<file path="config.mk">
export PLATFORM = sky130hd
export DESIGN_NAME = newline_line_splitter
export DESIGN_NICKNAME = d
export VERILOG_FILES = /design/src/rtl/nls_pkg.sv /design/src/rtl/nls_line_core.sv /design/src/rtl/nls_result_fifo.sv /design/src/rtl/newline_line_splitter.sv
export SDC_FILE = /design/constraint.sdc
export NUM_CORES = 1
export LEC_CHECK = 0
export ABC_AREA = 1
export BUFFER_PORTS_ARGS = -buffer_cell sky130_fd_sc_hd__buf_2
export CAP_MARGIN = 20
export CORE_ASPECT_RATIO = 0.8
export CORE_MARGIN = 10
export CORE_UTILIZATION = 67
export CTS_CLUSTER_DIAMETER = 30
export DETAILED_ROUTE_END_ITERATION = 12
export GPL_TIMING_DRIVEN = 0
export MAX_ROUTING_LAYER = met4
export PLACE_DENSITY = 0.86
export REMOVE_ABC_BUFFERS = 1
export SYNTH_ARGS = -nofsm -noshare
export SYNTH_HDL_FRONTEND = slang
export SYNTH_HIERARCHICAL = 1
export SYNTH_SLANG_ARGS = --single-unit
</file>
<file path="constraint.sdc">
create_clock -name clock -period 9.9 [get_ports clock]
set_clock_uncertainty 0.05 [all_clocks]
set_input_delay 1.485 -clock clock [delete_from_list [all_inputs] [get_ports clock]]
set_output_delay 1.485 -clock clock [all_outputs]
set_load 0.01 [all_outputs]
</file>
<file path="src/rtl/nls_pkg.sv">
// ----------------------------------------------------------------------------
// nls_pkg
// Shared types and constants for the newline line splitter.
// ----------------------------------------------------------------------------
`default_nettype none

package nls_pkg;

   // Field widths fixed by the interface.
   localparam int CSR_WIDTH      = 21;
   localparam int BYTE_WIDTH     = 8;
   localparam int LINE_NUM_WIDTH = 32;

   // Transaction kinds on the request channel.
   localparam logic KIND_DATA = 1'b0;
   localparam logic KIND_EOS  = 1'b1;

   // Characters with special meaning in the stream.
   localparam logic [BYTE_WIDTH-1:0] CH_LF = 8'h0A;
   localparam logic [BYTE_WIDTH-1:0] CH_CR = 8'h0D;

   // Result queue geometry.
   localparam int FIFO_DEPTH    = 4;
   localparam int FIFO_PTR_BITS = 2;
   localparam int FIFO_CNT_BITS = 3;

   // One result transaction.
   typedef struct packed {
      logic [BYTE_WIDTH-1:0]     out_byte;
      logic [LINE_NUM_WIDTH-1:0] line_number;
      logic                      last_of_line;
      logic                      overflow_error;
   } result_type;

   // Results produced by one input transaction, oldest first.
   typedef struct packed {
      logic [1:0] count;
      result_type first;
      result_type second;
   } push_type;

endpackage

`default_nettype wire

</file>
<file path="src/rtl/nls_line_core.sv">
// ----------------------------------------------------------------------------
// nls_line_core
// Line state, byte holdback and limit register. Turns one input transaction
// into zero, one or two results combinationally.
// ----------------------------------------------------------------------------
`default_nettype none

module nls_line_core
   import nls_pkg::*;
#(
   parameter int LINE_LIMIT_MAX   = 1048576,
   parameter int LINE_NUMBER_BITS = 32
) (
   input  wire logic                  clock,
   input  wire logic                  reset,
   input  wire logic                  csr_wr_en,
   input  wire logic [CSR_WIDTH-1:0]  csr_wr_data,
   input  wire logic                  item_valid,
   input  wire logic                  item_kind,
   input  wire logic [BYTE_WIDTH-1:0] item_byte,
   input  wire logic                  space_ok,
   output logic                       item_take,
   output push_type                   push
);

   localparam int LIM_BITS = $clog2(LINE_LIMIT_MAX + 1);
   localparam int CMP_BITS = (LIM_BITS > CSR_WIDTH) ? LIM_BITS : CSR_WIDTH;
   localparam logic [CMP_BITS-1:0] LIMIT_CAP = CMP_BITS'(LINE_LIMIT_MAX);

   logic [CMP_BITS-1:0]         max_bytes_ff, max_bytes_in;
   logic [BYTE_WIDTH-1:0]       pend0_ff, pend0_in;
   logic [BYTE_WIDTH-1:0]       pend1_ff, pend1_in;
   logic [1:0]                  pend_cnt_ff, pend_cnt_in;
   logic [LIM_BITS-1:0]         line_len_ff, line_len_in;
   logic [LINE_NUMBER_BITS-1:0] line_num_ff, line_num_in;
   logic                        halted_ff, halted_in;

   logic [LIM_BITS-1:0]         limit;
   logic [LINE_NUM_WIDTH-1:0]   line_num_out;
   logic [1:0]                  flush_cnt;
   logic                        flush_first_last;

   // The limit register is clamped to what the line counter can hold.
   assign limit = (max_bytes_ff > LIMIT_CAP) ? LIM_BITS'(LIMIT_CAP)
                                             : LIM_BITS'(max_bytes_ff);
   assign line_num_out = LINE_NUM_WIDTH'(line_num_ff);
   assign item_take    = item_valid && space_ok;

   // Configuration write.
   assign max_bytes_in = csr_wr_en ? CMP_BITS'(csr_wr_data) : max_bytes_ff;

   // Closing a line: drop one trailing CR from the held bytes.
   always_comb begin
      flush_cnt        = 2'd0;
      flush_first_last = 1'b1;
      case (pend_cnt_ff)
         2'd1: begin
            flush_cnt = (pend0_ff == CH_CR) ? 2'd0 : 2'd1;
         end
         2'd2, 2'd3: begin
            if (pend1_ff == CH_CR) begin
               flush_cnt = 2'd1;
            end else begin
               flush_cnt        = 2'd2;
               flush_first_last = 1'b0;
            end
         end
         default: begin
            flush_cnt = 2'd0;
         end
      endcase
   end

   // Per-transaction state update and result generation.
   always_comb begin
      pend0_in    = pend0_ff;
      pend1_in    = pend1_ff;
      pend_cnt_in = pend_cnt_ff;
      line_len_in = line_len_ff;
      line_num_in = line_num_ff;
      halted_in   = halted_ff;
      push.count  = 2'd0;
      push.first  = '{out_byte: pend0_ff, line_number: line_num_out,
                      last_of_line: flush_first_last, overflow_error: 1'b0};
      push.second = '{out_byte: pend1_ff, line_number: line_num_out,
                      last_of_line: 1'b1, overflow_error: 1'b0};
      if (item_take) begin
         if (item_kind == KIND_EOS) begin
            if (!halted_ff) begin
               push.count = flush_cnt;
            end
            pend_cnt_in = 2'd0;
            line_len_in = '0;
            line_num_in = LINE_NUMBER_BITS'(1);
            halted_in   = 1'b0;
         end else if (!halted_ff) begin
            if (item_byte == CH_LF) begin
               push.count  = flush_cnt;
               pend_cnt_in = 2'd0;
               line_len_in = '0;
               if (!(&line_num_ff)) begin
                  line_num_in = line_num_ff + 1'b1;
               end
            end else if (line_len_ff >= limit) begin
               // Line too long: report once and wait for end of stream.
               push.count  = 2'd1;
               push.first  = '{out_byte: '0, line_number: line_num_out,
                               last_of_line: 1'b0, overflow_error: 1'b1};
               pend_cnt_in = 2'd0;
               line_len_in = '0;
               halted_in   = 1'b1;
            end else begin
               line_len_in = LIM_BITS'(line_len_ff + 1'b1);
               if (pend_cnt_ff[1]) begin
                  // The oldest held byte now has a successor, so it goes out.
                  push.count              = 2'd1;
                  push.first.last_of_line = 1'b0;
                  pend0_in                = pend1_ff;
                  pend1_in                = item_byte;
               end else if (pend_cnt_ff == 2'd0) begin
                  pend0_in    = item_byte;
                  pend_cnt_in = 2'd1;
               end else begin
                  pend1_in    = item_byte;
                  pend_cnt_in = 2'd2;
               end
            end
         end
      end
   end

   // Control state.
   always_ff @(posedge clock) begin
      if (reset) begin
         max_bytes_ff <= LIMIT_CAP;
         pend_cnt_ff  <= 2'd0;
         line_len_ff  <= '0;
         line_num_ff  <= LINE_NUMBER_BITS'(1);
         halted_ff    <= 1'b0;
      end else begin
         max_bytes_ff <= max_bytes_in;
         pend_cnt_ff  <= pend_cnt_in;
         line_len_ff  <= line_len_in;
         line_num_ff  <= line_num_in;
         halted_ff    <= halted_in;
      end
   end

   // Held bytes carry no reset; only entries below the count are used.
   always_ff @(posedge clock) begin
      pend0_ff <= pend0_in;
      pend1_ff <= pend1_in;
   end

endmodule

`default_nettype wire

</file>
<file path="src/rtl/nls_result_fifo.sv">
// ----------------------------------------------------------------------------
// nls_result_fifo
// Small result queue that takes up to two results per cycle and hands out
// one per cycle on the response channel while rsp_ready is high.
// ----------------------------------------------------------------------------
`default_nettype none

module nls_result_fifo
   import nls_pkg::*;
(
   input  wire logic       clock,
   input  wire logic       reset,
   input  wire push_type   push,
   output logic            space_ok,
   output logic            rsp_valid,
   input  wire logic       rsp_ready,
   output result_type      head
);

   result_type                 mem_ff [FIFO_DEPTH];
   logic [FIFO_PTR_BITS-1:0]   wr_ptr_ff, wr_ptr_in;
   logic [FIFO_PTR_BITS-1:0]   rd_ptr_ff, rd_ptr_in;
   logic [FIFO_CNT_BITS-1:0]   count_ff, count_in;
   logic [FIFO_PTR_BITS-1:0]   wr_ptr_next;
   logic                       pop;

   // Status and head of queue.
   assign rsp_valid   = (count_ff != '0);
   assign head        = mem_ff[rd_ptr_ff];
   assign pop         = rsp_valid && rsp_ready;
   assign space_ok    = (count_ff <= FIFO_CNT_BITS'(FIFO_DEPTH - 2));
   assign wr_ptr_next = wr_ptr_ff + 1'b1;

   // Pointer and occupancy update.
   assign wr_ptr_in = wr_ptr_ff + FIFO_PTR_BITS'(push.count);
   assign rd_ptr_in = rd_ptr_ff + FIFO_PTR_BITS'(pop);
   assign count_in  = count_ff + FIFO_CNT_BITS'(push.count) - FIFO_CNT_BITS'(pop);

   always_ff @(posedge clock) begin
      if (reset) begin
         wr_ptr_ff <= '0;
         rd_ptr_ff <= '0;
         count_ff  <= '0;
      end else begin
         wr_ptr_ff <= wr_ptr_in;
         rd_ptr_ff <= rd_ptr_in;
         count_ff  <= count_in;
      end
   end

   // Result storage; the older result lands first.
   always_ff @(posedge clock) begin
      if (push.count != 2'd0) begin
         mem_ff[wr_ptr_ff] <= push.first;
      end
      if (push.count == 2'd2) begin
         mem_ff[wr_ptr_next] <= push.second;
      end
   end

endmodule

`default_nettype wire

</file>
<file path="src/rtl/newline_line_splitter.sv">
// ----------------------------------------------------------------------------
// newline_line_splitter
// Splits a byte stream into lines at LF and tags each byte with its line.
// ----------------------------------------------------------------------------
// The block takes one request transaction per cycle while the queue has room.
// A request is held in the input register until the line logic processes it,
// and its results (none, one or two) enter a four-entry result queue. The
// request side stalls only when the result queue holds more than two entries;
// since the response channel drains one result per cycle while rsp_ready is
// high, the sustained rate is one request per cycle unless line ends that
// release two held bytes outpace the response side. After reset the block is
// ready at once; no clearing pass is needed.
`default_nettype none

module newline_line_splitter
   import nls_pkg::*;
#(
   parameter int LINE_LIMIT_MAX   = 1048576,
   parameter int LINE_NUMBER_BITS = 32
) (
   input  wire logic                      clock,
   input  wire logic                      reset,
   input  wire logic                      csr_wr_en,
   input  wire logic [CSR_WIDTH-1:0]      csr_wr_data,
   input  wire logic                      req_valid,
   output logic                           req_ready,
   input  wire logic                      req_kind,
   input  wire logic [BYTE_WIDTH-1:0]     req_in_byte,
   output logic                           rsp_valid,
   input  wire logic                      rsp_ready,
   output logic [BYTE_WIDTH-1:0]          rsp_out_byte,
   output logic [LINE_NUM_WIDTH-1:0]      rsp_line_number,
   output logic                           rsp_last_of_line,
   output logic                           rsp_overflow_error
);

   logic                  in_valid_ff, in_valid_in;
   logic                  in_kind_ff, in_kind_in;
   logic [BYTE_WIDTH-1:0] in_byte_ff, in_byte_in;
   logic                  item_take;
   logic                  space_ok;
   logic                  req_accept;
   push_type              push;
   result_type            head;

   // Input register: refilled in the same cycle its transaction is consumed.
   assign req_ready   = !in_valid_ff || item_take;
   assign req_accept  = req_valid && req_ready;
   assign in_valid_in = req_accept || (in_valid_ff && !item_take);
   assign in_kind_in  = req_accept ? req_kind    : in_kind_ff;
   assign in_byte_in  = req_accept ? req_in_byte : in_byte_ff;

   always_ff @(posedge clock) begin
      if (reset) begin
         in_valid_ff <= 1'b0;
      end else begin
         in_valid_ff <= in_valid_in;
      end
   end

   always_ff @(posedge clock) begin
      in_kind_ff <= in_kind_in;
      in_byte_ff <= in_byte_in;
   end

   nls_line_core #(
      .LINE_LIMIT_MAX   (LINE_LIMIT_MAX),
      .LINE_NUMBER_BITS (LINE_NUMBER_BITS)
   ) u_core (
      .clock       (clock),
      .reset       (reset),
      .csr_wr_en   (csr_wr_en),
      .csr_wr_data (csr_wr_data),
      .item_valid  (in_valid_ff),
      .item_kind   (in_kind_ff),
      .item_byte   (in_byte_ff),
      .space_ok    (space_ok),
      .item_take   (item_take),
      .push        (push)
   );

   nls_result_fifo u_fifo (
      .clock     (clock),
      .reset     (reset),
      .push      (push),
      .space_ok  (space_ok),
      .rsp_valid (rsp_valid),
      .rsp_ready (rsp_ready),
      .head      (head)
   );

   // Response payload.
   assign rsp_out_byte       = head.out_byte;
   assign rsp_line_number    = head.line_number;
   assign rsp_last_of_line   = head.last_of_line;
   assign rsp_overflow_error = head.overflow_error;

endmodule

`default_nettype wire

</file>
=== After elaboration in Yosys (flattened, before gate mapping) ===
Memory sizes are Yosys's and may differ from the RTL's. A register that Yosys moved wholly into a read port is not among the register bits.
Cells that the tools add are included.

* Output and inout bits: 44
* Input port bits: 35
* Register bits after elaboration: 110
* Bits in writable memories: 168
* Memories: 1
* Word-level logic and storage cells: 105

{| class="wikitable"
|+ Memory list
! name !! words !! bits a word !! read ports !! clocked after memory_dff !! wr ports !! RTL line !! RTL
|-
| u_fifo.mem_ff || 4 || 42 || 1 || 1 || 2 || nls_result_fifo.sv:20 || <nowiki>result_type mem_ff [FIFO_DEPTH];</nowiki>
|}

* $add $sub $neg: 7
* Reduce and logical (&&, ||, !) cells: 20
* $lt $le $gt $ge: 3
* Equal/unequal tests: 11
* Bitwise gates (word level): 4
* Multiplexer cells: 45

{| class="wikitable"
|+ Operators by type and width
! operator !! count
|-
| 2-to-1 mux 32 bit || 4
|-
| 2-to-1 mux 21 bit || 5
|-
| 2-to-1 mux 44 bit || 2
|-
| 2-to-1 mux 42 bit || 2
|-
| 2-to-1 mux 40 bit || 1
|-
| adder 32 x 1 -> 32 bit, second input constant || 1
|-
| 2-to-1 mux 8 bit || 4
|-
| AND reduction 32 bit || 1
|-
| equality test 8 x 4 -> 1 bit, second input constant || 3
|-
| 2-to-1 mux 2 bit || 12
|-
| adder 21 x 1 -> 21 bit, second input constant || 1
|-
| >= comparator 21 bit || 1
|-
| > comparator 21 bit, second input constant || 1
|-
| 2-to-1 mux 1 bit || 14
|-
| AND reduction 6 bit || 2
|-
| equality test 2 bit, second input constant || 3
|-
| nonzero test 2 bit || 3
|-
| logical AND 1 bit || 4
|-
| inequality test 2 bit, second input constant || 2
|-
| inequality test 4 bit, second input constant || 1
|-
| NOT 1 bit || 4
|-
| one-hot mux 2 bit (2 select lines) || 1
|-
| AND reduction 4 bit || 1
|-
| adder 3 x 2 -> 3 bit || 1
|-
| 14 further kinds || 16
|}

=== Longest topological paths before layout ===
* Depth after elaboration: 12
* Gate-level depth with buffers: 22
* Mapped depth without buffers: 21

=== Modules after synthesis ===
Netlist, hierarchy kept.

{| class="wikitable"
|+ Modules (own cells, without submodules)
! module !! seq. area each (um^2) !! area each (um^2) !! cells an instance !! instances
|-
| nls_result_fifo || 5185.0 || 8668.3 || 886 || 1
|-
| nls_line_core || 2021.9 || 6089.6 || 911 || 1
|-
| newline_line_splitter || 290.3 || 317.8 || 15 || 1
|}

=== Worst setup path before layout ===
No wires, ideal clock.

* Path kind: register -> register
* From: reg u_core.max_bytes_ff[15]
* To: mem u_fifo/mem_ff[3][0] (netlist bit), enable pin
* Setup slack: 3720 ps
* Stages on the path, launching flop included: 17
* Setup time: 505 ps
* Data required time: 9345 ps
* Data arrival time: 5625 ps
* Clock period less this slack: 6180 ps
* Buffers on the path: 1
* Cell sequence: dfxtp_1 nor4_1 nand3_1 nand3b_1 nand2_1 buf_2 nand2_1 ha_1 nand2_1 nor2_1 nand2_1 nor2_1 nand3_1 nand4_1 and3_1 nor2_1 o31ai_1

{| class="wikitable"
|+ RTL lines
! what !! RTL line !! RTL
|-
| start, declared || nls_line_core.sv:30 || <nowiki>logic [CMP_BITS-1:0] max_bytes_ff, max_bytes_in;</nowiki>
|-
| start signal, assigned || nls_line_core.sv:141 || <nowiki>max_bytes_ff <= max_bytes_in;</nowiki>
|-
| end, declared || nls_result_fifo.sv:20 ||
|}

==> results.md <==
* Max incr delay on CP at approximately 740 ps
* Pleak at 6.245 nW
* Die area at 28940 sq um
* CTS tree: yes
* Cts hold-fix bufs at 0
* DR iter-0 viols at 1556
* Setup Viol. Count Final at 0
* Port bufs at 78
* Synthesized area per cell at approximately 8.3 sq um
* Combinational share of power at 0.142
* YS warnings at 6
* Sw Share at 0.2858
* P_int at ~2.5 mW
* Layout fillers at 1511
* Final Net Count at 1886
* Slew headroom at 0.2785
* Utilization after layout at 0.7581
* Footprint of the multi-input gates at 6251 sq um
* First-pass iteration count of the detailed router at 6
* Initial antenna violation count at 0
* Status: complete, no violations
* HP Start: in_byte_ff[0]
* FF+latch count, synth at 278
* FF+latch area at 7502 sq um
* Initial Util at 0.6755
* Switching Power at 999.2 uW
* Setup CP Type: flop to flop
* Clock buffer depth at 3
* Inserted Clock Buffers at 46
* Drt drc at 0
* Critical Path RT at 10080 ps
* DR WL/cell at 17.59 microns
* First-pass GRT wire length at 62070 microns
* RR Startpoint: u_core/max_bytes_ff[3]
* DIE WIDTH at 187.7 microns
* Largest net degree at the start of global routing at 89
* Vias/cell at 5.898
* Crit path capture type: flop
* Cts repair resizes at 0
* Num Clock Sinks at around 280
* Top cells by area, synth: edfxtp_1 38%, dfxtp_1 11%, nand2_1 11%
* Async set or reset register ratio after synthesis at 0
* CP max-delay cell: nand2_2
* Crit path from: u_core/max_bytes_ff[3]
* Share of layout cells above drive strength 1 at 0.1369
* Fin. Hold Viols at 0
* Worst-Margin Slew at 1082 ps
* Sequential power share at 0.387
* Gpl congestion at 0.9702
* Final Power at 3.496 mW
* Grt ovf at 0
* Drt total wl at 38130 microns
* Worst endpoint data arrival time at 5710 ps
* Cells after synthesis at 1812
* Peak supply drop at 0.1123 mV
* Fin crit period at 5532 ps
* Worst-path clk slew at 60 ps
* FP Rows at between 40 and 50
* Post-synthesis instance area at around 15000 sq um
* HPWL after DPL at 23280 microns
* RSZ-0062 raised after global routing: false
* Clock power frac at 0.472
* R2r endpoint: u_fifo/mem_ff[1][23]
* Area grow syn2layout at 12.22%
* Post-synthesis sequential area ratio at 0.4973
* Post-detailed-route count of antenna-violating nets at 0
* Final Cycle Share at 0.5588
* H-tree depth at 2
* N_diodes at 0
* Setup Buffers After CTS at 0
* Number of flops mapped to enable cells by yosys at 193
* MaxCap Viol Count at 0
* R2R depth at 19
* Top-Level Pins at 79
* Vias in the first global route at 12380
* Final Max Slew Viols at 0
* CP Launch Type: flop
* CP max FO at 85
* Most frequent CP cell: nand2_1
* Vias at 12790
* Primary FF master, synth: edfxtp_1
* Yosys top cell area share at 0.3844
* Clock latency at the later pin of the worst-skew pair at 540 ps
* Hold_ws at ~400 ps
* CP Capture Point: u_fifo/mem_ff[1][23]
* Clk root buf: clkbuf_16
* Register-to-register setup slack at 4370 ps
* Power Density at 206.6 nW/um^2
* Placeable Area at 22320 sq um
* Hold Path Class: flop to flop
* Tot GR Track Use at 0.2658
* Die height at ~150 microns
* Unique masters post-synth at 47
* Post-synth top area cell: edfxtp_1
* Worst-path cell chain: nor4_1, nand3_1, nand3b_1, nand2_1, nand2_1, ha_1, nand2_1, inv_1, nand2_1, nand2_1, a21oi_1, nand2_1, nor2_1, nand4_1, and3_1, nor2_4, nand2_4, nand2_2, buf_12
* FMAX at about 180 MHz
-- routing by layer --
metal / track usage / up-vias / part of all wire
met5: - / - / 0
met4: 0.08745 / 0 / 0.021
met3: 0.04385 / 100 / 0.089
met2: 0.4219 / 679 / 0.47
met1: 0.3430 / 5871 / 0.42
li1: - / 6137 / -
-- power by group through the flow --
| stage | Sequential (mW) | Clock [mW] | Combinational, mW |
|---|---|---|---|
| after global routing | 1.36 | 1.72 | 0.549 |
| after detailed placement | 1.37 | 0 | 0.482 |
| after global placement | 1.37 | 0 | 0.454 |
| after floorplan | 1.34 | 0 | 0.293 |
| final | 1.35 | 1.65 | 0.495 |
| after CTS | 1.35 | 1.66 | 0.491 |
-- critical path: cells and delay by family (launching register included) --
| kind | cells | cell delay, ps |
|---|---|---|
| AND/OR/NAND/NOR | 15 | 3850 |
| buffers and inverters | 2 | 360 |
| adder cells (fa/ha/maj) | 1 | 340 |
| flip-flops | 1 | 320 |
| AO/OA/AOI/OAI | 1 | 270 |
-- flip-flops by register name, indices dropped and copies added (netlist names), 2 cells and up --
name                 cells
u_fifo/count_ff          3
u_fifo/rd_ptr_ff         2
u_fifo/wr_ptr_ff         2
u_core/line_num_ff      32
u_core/pend0_ff          8
u_core/line_len_ff      21
u_core/pend_cnt_ff       2
u_fifo/mem_ff          168
u_core/pend1_ff          8
in_byte_ff               8
u_core/max_bytes_ff     21
-- cells in the final DEF, fill, tap and decap left out, types with 49 or more instances in the layout --
| cell type | n |
|---|---|
| edfxtp_1 | 193 |
| nand2_1 | 427 |
| clkbuf_16 | 49 |
| dfxtp_1 | 83 |
| buf_2 | 78 |
| o21ai_0 | 151 |
| nor2_1 | 230 |
| a21oi_1 | 59 |
| o21ai_1 | 109 |
| inv_1 | 135 |
-- cell type report --
type,count,share of cell area
clock buffer,51,0.07292
tap,306,0.02263
inverter,146,0.03254
timing repair buffer,89,0.03565
multi-input combinational,1263,0.3695
clock inverter,35,0.02330
sequential,278,0.4435
-- per-stage QoR --
step,instance area [sq um],setup TNS (ps),worst slack [ps],cells
5_1_grt,16920,0,3993,2168
3_5_place_dp,15290,0,4631,2082
3_3_place_gp,15020,-34550,-825.3,2071
4_1_cts,16920,0,4454,2168
6_report,16920,0,4368,2168
2_1_floorplan,14250,0,3378,1687
-- logic make-up after synthesis --
logic type	after synthesis	share of synthesized area
compound gates	408	0.1494
xor+xnor	23	0.01336
fa+ha+maj	27	0.02291
buf+inv	271	0.09154
flops	278	0.4973
other cells	2	0.0004982
simple gates	803	0.2250
-- how the worst min path moves through the flow --
stage / end / cells past startpoint
global route: u_core/pend1_ff[0] / 0
floorplan: u_core/pend1_ff[0] / 0
global placement: u_core/pend1_ff[5] / 0
detailed placement: u_core/pend1_ff[3] / 0
finish: u_core/pend1_ff[0] / 0
CTS: u_core/pend1_ff[0] / 0
-- synth_stat cells (7+ instances only) --
cell      count
o22ai_1      42
a21oi_1      60
buf_2        18
edfxtp_1    193
buf_4        36
dfxtp_1      85
clkbuf_1     42
nor2_1      230
buf_6        27
nor3_1       21
nand4_1      41
ha_1         26
inv_1       136
nand2_1     432
xor2_1       15
nand3_1      37
o21ai_2      33
o21ai_0     151
inv_2         9
xnor2_1       8
o21ai_1     109
nor4_1        7
Power figures use the tool's default switching activity.
